**config.mk**
```make
export PLATFORM = sky130hd
export DESIGN_NAME = frame_queue_pts_catchup
export DESIGN_NICKNAME = d
export VERILOG_FILES = /design/src/rtl/core/fqpc_pkg.sv /design/src/rtl/core/fqpc_pts_ram.sv /design/src/rtl/core/frame_queue_pts_catchup.sv
export SDC_FILE = /design/constraint.sdc
export NUM_CORES = 1
export LEC_CHECK = 0
export BUFFER_PORTS_ARGS = -buffer_cell sky130_fd_sc_hd__buf_4
export CAP_MARGIN = 0
export CORE_ASPECT_RATIO = 1.1
export CORE_MARGIN = 2
export CORE_UTILIZATION = 50
export CTS_CLUSTER_SIZE = 28
export DETAILED_ROUTE_END_ITERATION = 10
export PLACE_DENSITY_LB_ADDON = 0.05
export SYNTH_ARGS = -nofsm -noshare
export SYNTH_HDL_FRONTEND = slang
export SYNTH_HIERARCHICAL = 1
export SYNTH_SLANG_ARGS = --single-unit
```
**constraint.sdc**
```tcl
create_clock -name clk -period 27.6 [get_ports clk]
set_clock_uncertainty 0.2 [all_clocks]
set_input_delay 1.38 -clock clk [delete_from_list [all_inputs] [get_ports clk]]
set_output_delay 1.38 -clock clk [all_outputs]
set_load 0.05 [all_outputs]
```
**src/rtl/core/fqpc_pkg.sv**
```systemverilog
`default_nettype none
package fqpc_pkg;

  // Default ring depth. The top level carries it as a parameter.
  localparam int DEPTH_DEFAULT = 8;

  // Request codes.
  localparam logic [1:0] FUNC_ADD     = 2'd0;
  localparam logic [1:0] FUNC_ADVANCE = 2'd1;
  localparam logic [1:0] FUNC_FLUSH   = 2'd2;

  typedef struct packed {
    logic [1:0]         func;
    logic               frame_present;
    logic signed [63:0] frame_pts;
    logic signed [31:0] target_pts;
    logic [7:0]         display_offset;
  } req_t;

  typedef struct packed {
    logic               caught_up;
    logic [3:0]         frames_buffered;
    logic [31:0]        frames_played;
    logic signed [63:0] next_pts;
    logic               ready_for_frame;
    logic [2:0]         show_slot;
    logic               overflow;
  } rsp_t;

  typedef enum logic [2:0] {
    ST_IDLE,
    ST_EXEC,
    ST_SCAN,
    ST_NEXT,
    ST_DONE
  } state_t;

endpackage
`default_nettype wire

```
**src/rtl/core/fqpc_pts_ram.sv**
```systemverilog
`default_nettype none
module fqpc_pts_ram #(
  parameter int DEPTH = fqpc_pkg::DEPTH_DEFAULT,
  parameter int AW    = $clog2(DEPTH)
) (
  input  wire logic              clk,
  input  wire logic              rst,
  input  wire logic              clear,
  input  wire logic              wr_en,
  input  wire logic [AW-1:0]     wr_addr,
  input  wire logic [63:0]       wr_data,
  input  wire logic [AW-1:0]     rd_addr,
  output logic [63:0]            rd_data
);
  import fqpc_pkg::*;

  logic [63:0]    mem [DEPTH];
  logic [DEPTH-1:0] valid;
  logic [63:0]    rd_word;
  logic           rd_valid;

  // A slot that was never written since reset or flush reads as zero.
  always_ff @(posedge clk) begin
    if (rst || clear) begin
      valid <= '0;
    end else if (wr_en) begin
      valid[wr_addr] <= 1'b1;
    end
  end

  always_ff @(posedge clk) begin
    if (wr_en) begin
      mem[wr_addr] <= wr_data;
    end
    rd_word  <= mem[rd_addr];
    rd_valid <= valid[rd_addr];
  end

  assign rd_data = rd_valid ? rd_word : 64'd0;

endmodule
`default_nettype wire

```
**src/rtl/core/frame_queue_pts_catchup.sv**
```systemverilog
// Frame queue with timestamp catch-up. A word is accepted on a rising edge where start is
// high and busy is low; busy stays high until the one result word has been shown, so the
// block works on one request at a time. Every request returns exactly one result word,
// which sits on the result port for a single cycle marked by done; the receiver cannot
// stall it and must take it in that cycle. An add, a flush, a single-frame step or an
// advance on an empty ring passes through the execute, next and done states. A catch-up
// advance with a positive target passes from execute into a scan state that walks the ring
// one slot per cycle through the single read port of the timestamp memory, dropping head
// frames older than the target, and goes to done when a frame is kept or the ring runs dry.
// Reset and flush clear the timestamp store at once through per-slot valid bits; there is
// no clearing pass.
`default_nettype none
module frame_queue_pts_catchup #(
  parameter int DEPTH = fqpc_pkg::DEPTH_DEFAULT
) (
  input  wire logic           clk,
  input  wire logic           rst,
  input  wire logic           start,
  output logic                busy,
  input  wire fqpc_pkg::req_t req,
  output logic                done,
  output fqpc_pkg::rsp_t      result
);
  import fqpc_pkg::*;

  // Slot pointer and fill counter widths.
  localparam int PW = $clog2(DEPTH);
  localparam int CW = $clog2(DEPTH + 1);
  // Width of head pointer plus clipped display offset (both below 2 * 256).
  localparam int SW = 10;

  state_t          state, state_next;
  req_t            req_q;
  logic [PW-1:0]   rptr, rptr_next;
  logic [PW-1:0]   wptr, wptr_next;
  logic [CW-1:0]   count, count_next;
  logic [31:0]     played, played_next;
  logic            caught, caught_next;
  logic            ovf, ovf_next;

  logic            wr_en;
  logic            clear;
  logic [PW-1:0]   rd_addr;
  logic [63:0]     rd_data;

  logic [PW-1:0]   rptr_inc;
  logic [PW-1:0]   wptr_inc;
  logic            full;
  logic            positive;
  logic            head_less;
  logic signed [63:0] target_ext;

  logic [8:0]      off_ext;
  logic [8:0]      cnt_ext;
  logic [8:0]      off_clip;
  logic [SW-1:0]   slot_sum;
  logic [SW-1:0]   slot_mod;

  fqpc_pts_ram #(
    .DEPTH (DEPTH),
    .AW    (PW)
  ) u_ram (
    .clk     (clk),
    .rst     (rst),
    .clear   (clear),
    .wr_en   (wr_en),
    .wr_addr (wptr),
    .wr_data (req_q.frame_pts),
    .rd_addr (rd_addr),
    .rd_data (rd_data)
  );

  // Pointer increments wrap at DEPTH, which need not be a power of two.
  assign rptr_inc = (rptr == PW'(DEPTH - 1)) ? '0 : rptr + PW'(1);
  assign wptr_inc = (wptr == PW'(DEPTH - 1)) ? '0 : wptr + PW'(1);
  assign full     = (count == CW'(DEPTH));

  // The target is signed 32 bits; positive means strictly above zero.
  assign positive   = !req_q.target_pts[31] && (req_q.target_pts != 32'sd0);
  assign target_ext = {{32{req_q.target_pts[31]}}, req_q.target_pts};

  // The single compare unit: head timestamp from the memory against the target.
  assign head_less  = $signed(rd_data) < target_ext;

  // The execute cycle fetches the head slot; every other cycle fetches the slot after it.
  // During a scan that second fetch is the new head if the head is dropped, or the
  // lookahead timestamp if it is kept.
  assign rd_addr = (state == ST_EXEC) ? rptr : rptr_inc;

  assign busy = (state != ST_IDLE);

  always_ff @(posedge clk) begin
    if (start && !busy) begin
      req_q <= req;
    end
  end

  always_ff @(posedge clk) begin
    if (rst) begin
      state  <= ST_IDLE;
      rptr   <= '0;
      wptr   <= '0;
      count  <= '0;
      played <= '0;
      caught <= 1'b0;
      ovf    <= 1'b0;
    end else begin
      state  <= state_next;
      rptr   <= rptr_next;
      wptr   <= wptr_next;
      count  <= count_next;
      played <= played_next;
      caught <= caught_next;
      ovf    <= ovf_next;
    end
  end

  always_comb begin
    state_next  = state;
    rptr_next   = rptr;
    wptr_next   = wptr;
    count_next  = count;
    played_next = played;
    caught_next = caught;
    ovf_next    = ovf;
    wr_en       = 1'b0;
    clear       = 1'b0;

    unique case (state)
      ST_IDLE: begin
        if (start) begin
          state_next = ST_EXEC;
        end
      end

      ST_EXEC: begin
        caught_next = 1'b0;
        ovf_next    = 1'b0;
        state_next  = ST_NEXT;
        case (req_q.func)
          FUNC_ADD: begin
            if (full) begin
              ovf_next = 1'b1;
            end else begin
              // A frame without a timestamp still takes a slot.
              wr_en      = req_q.frame_present;
              wptr_next  = wptr_inc;
              count_next = count + CW'(1);
            end
          end
          FUNC_ADVANCE: begin
            if (count != '0) begin
              if (positive) begin
                state_next = ST_SCAN;
              end else begin
                rptr_next   = rptr_inc;
                count_next  = count - CW'(1);
                played_next = played + 32'd1;
                caught_next = 1'b1;
              end
            end
          end
          FUNC_FLUSH: begin
            clear       = 1'b1;
            rptr_next   = '0;
            wptr_next   = '0;
            count_next  = '0;
            played_next = '0;
          end
          default: begin
          end
        endcase
      end

      ST_SCAN: begin
        if (head_less) begin
          rptr_next   = rptr_inc;
          count_next  = count - CW'(1);
          played_next = played + 32'd1;
          if (count == CW'(1)) begin
            // The ring ran dry before reaching the target.
            state_next = ST_DONE;
          end
        end else begin
          caught_next = 1'b1;
          state_next  = ST_DONE;
        end
      end

      ST_NEXT: begin
        state_next = ST_DONE;
      end

      ST_DONE: begin
        state_next = ST_IDLE;
      end

      default: begin
        state_next = ST_IDLE;
      end
    endcase
  end

  // Display slot: head plus the offset clipped to the fill count, wrapped once.
  assign off_ext  = {1'b0, req_q.display_offset};
  assign cnt_ext  = 9'(count);
  assign off_clip = (off_ext < cnt_ext) ? off_ext : cnt_ext;
  assign slot_sum = SW'(rptr) + SW'(off_clip);
  assign slot_mod = (slot_sum >= SW'(DEPTH)) ? slot_sum - SW'(DEPTH) : slot_sum;

  assign done = (state == ST_DONE);

  always_comb begin
    result.caught_up       = caught;
    result.frames_buffered = 4'(count);
    result.frames_played   = played;
    result.next_pts        = (count != '0) ? rd_data : 64'sd0;
    result.ready_for_frame = !full;
    result.show_slot       = 3'(slot_mod);
    result.overflow        = ovf;
  end

endmodule
`default_nettype wire

```
==> impl_metrics.yaml <==
yosys:
  synth_cell_types: 68
  async_flop_share_pct: 0
  synth_flop_cell: "edfxtp_1"
  yosysSeqAreaShare_pct: 71.1
  yosysTopAreaCellShare_pct: 62.9
  yosys.area.top_type: "edfxtp_1"
  yosys_warnings: 6
  syn_nets: 1850
  synthCells: 1661
  synth_area_um2: 29500
  synth_area_leaders: "edfxtp_1 (63%), mux4_2 (9.9%), dfxtp_1 (8.1%)"
  synth_seq_cells: 739
  synth_edf_count: 619
  avgSynthCellArea_um2: 17.8
timing:
  fin_crit_ns: 5.40
  slew_headroom_pct: 25.1
  rsz0062_at_grt: "false"
  setup_tns_ns: 0
  setup_viol: 0
  fmax_mhz: 185
  hold_ws_ns: 0.266
  period_share_pct: 19.6
  finalHoldViolCount: 0
  layout_setup_ws_ns: 22.20
  worst_pin_slew_ns: 1.12
  maxSlewViolCount: 0
finish:
  post_route_cells_drive_above_1_share_pct: 29.3
  final_common_cell: "edfxtp_1"
  area_growth_pct: 17.1
  diodes: 0
  final_cell_mix: "edfxtp_1 (619), buf_4 (241), mux4_2 (130)"
  final_area_um2: 34600
  layoutNonFillerInstCount: 2730
  final_core_util_pct: 59.1
  finalNetCount: 2095
worst_setup_path:
  path_class: "register to output pin"
  critPathSlowestCell: "a211oi_1"
  reg2reg_from: "u_ram/rd_valid"
  startpoint_type: "register"
  cp_cell_sequence: "inv_1 -> ha_1 -> or4_1 -> a211oi_1 -> o21ai_0 -> ha_1 -> fa_1 -> xor2_1 -> xnor2_1 -> buf_4"
  cp_num_buf_inv: 2
  critPathMaxStageDelay_ns: 0.52
  cp-end-kind: "output pin"
  cp-startpoint: "count[3]"
  worstPathMaxFanout: 10
  worst_path_most_repeated_cell: "ha_1"
  critPathTopFamily: "adder cells"
  required_ns: 26.02
  cp.arrival_ns: 3.82
clock_network:
  cts.clk_slew.worst_paths_ns: 0.06
  cts_made_buffers: 77
  cts_root_buf: "clkbuf_16"
  cts_hold_buffers: 0
  cts_tree: "built"
  htree_levels: 3
  clockBufferDepth: 3
  cts.repair.resized: 0
  cts_sinks: 739
  clock_latency_ns: 0.61
  cts_setup_buffers: 0
detailed_routing:
  drc: 0
  num_vias: 15655
  dr.pass1.iters: 5
  postRouteWirelength_mm: 66.8
  initialDrtViolationCount: 1073
  via_per_inst: 5.73
  routedWlPerCell_um: 24.5
  ant_nets: 0
die:
  die_w_um: 236
  initial_core_util_pct: 50.5
  dieHeight_um: 259
  row_count: 93
  core_um2: 58500
  io_pins: 218
  design.die.area_um2: 61000
place:
  dp_slack_ns: 22.81
  hpwl_mm: 38.9
  io_buffers: 217
  placed_cell_area_um2: 32000
  gp_congestion: 0.834
  dp.cells: 2587
power:
  ir_worst_vdd_uv: 51.7
  total_power_mw: 2.59
  power_density_nw_per_um2: 74.8
  cellLeakagePower_nw: 12.1
global_routing:
  grtUsageTotal_pct: 22.1
  grt_overflow: 0
  grt_start_max_net_pins: 72
  grt_pass1_wl_mm: 101
  antenna_found_initial: 0
  grt_pass1_vias: 16298
job:
  max-cap-violations: 0
min_path:
  hold_path_class: "register to register"
  hp-start: "u_ram/valid[3]"
status:
  status: "finished, final reports clean"
-- path summary, 6_finish.rpt --
check / to / slack, ns / depth (start not counted)
setup / recovery: result[3] / 22.20 / 10
hold / removal: u_ram/valid[3] / 0.27 / 1
hold reg to reg: u_ram/valid[3] / 0.27 / 1
setup reg to reg: played[12] / 22.90 / 11
-- cell usage after synthesis, types with 6 or more instances --
master	n
dfxtp_1	120
edfxtp_1	619
nand2_1	61
o21a_1	11
ha_1	78
and2_1	66
clkbuf_1	45
a211oi_1	9
a31oi_1	6
nor3_1	18
nand2b_1	6
nand3_1	18
nor4_1	17
nor3b_1	18
mux2_2	65
nor2b_1	64
a32o_1	28
inv_1	46
mux4_2	130
nor2_1	28
nand4_1	21
and3_1	12
o21ai_0	32
a21oi_1	38
o21ai_2	6
buf_1	7
buf_6	17
-- cells by family (layout without fill, tap and decap cells) --
logic type | Yosys count | count (layout) | synth area share, %
buffers and inverters | 121 | 430 | 2.01
adder cells (fa/ha/maj) | 79 | 79 | 3.37
flip-flops | 739 | 739 | 71.1
XOR/XNOR | 5 | 5 | 0.148
AO/OA/AOI/OAI | 160 | 160 | 3.79
AND/OR/NAND/NOR | 359 | 359 | 7.10
multiplexers | 198 | 198 | 12.5
-- final cells by class --
type	instances	area [um^2]
well taps	760	951
flip-flops and latches	739	21000
fillers	4411	23900
clock inverters	44	542
multi-input cells	801	8050
inverters	46	173
repair buffers	241	1810
clock buffers	99	2070
-- sequential cells by signal (all words and copies together), names as in the netlist, 4 cells and up --
register	cells
off_ext	8
played	32
u_ram/mem	512
req_q	99
u_ram/valid	8
count	4
u_ram/rd_word	64
-- routing by layer --
layer,global-route usage (%),part of all wire [%],wire length (um)
met3,3.05,3.9,2620
met4,6.55,2.1,1420
met2,37.4,50,33300
met1,30.1,44,29400
met5,0,0,0
-- worst register-to-register path, delay by kind of cell, from the launching register on --
kind / cells / cell delay [ns]
fa+ha+maj: 1 / 0.19
simple gates: 6 / 1.86
compound gates: 3 / 1.14
flops: 1 / 0.77
buf+inv: 1 / 0.44
-- power by group --
group          internal, mW  leakage [nW]  switching, mW
sequential             1.26          6.61         0.0308
clock                 0.645          1.28          0.422
combinational         0.103          4.17          0.125
total                  2.01          12.1          0.578
Note: power is estimated with default switching activity, not from simulation.
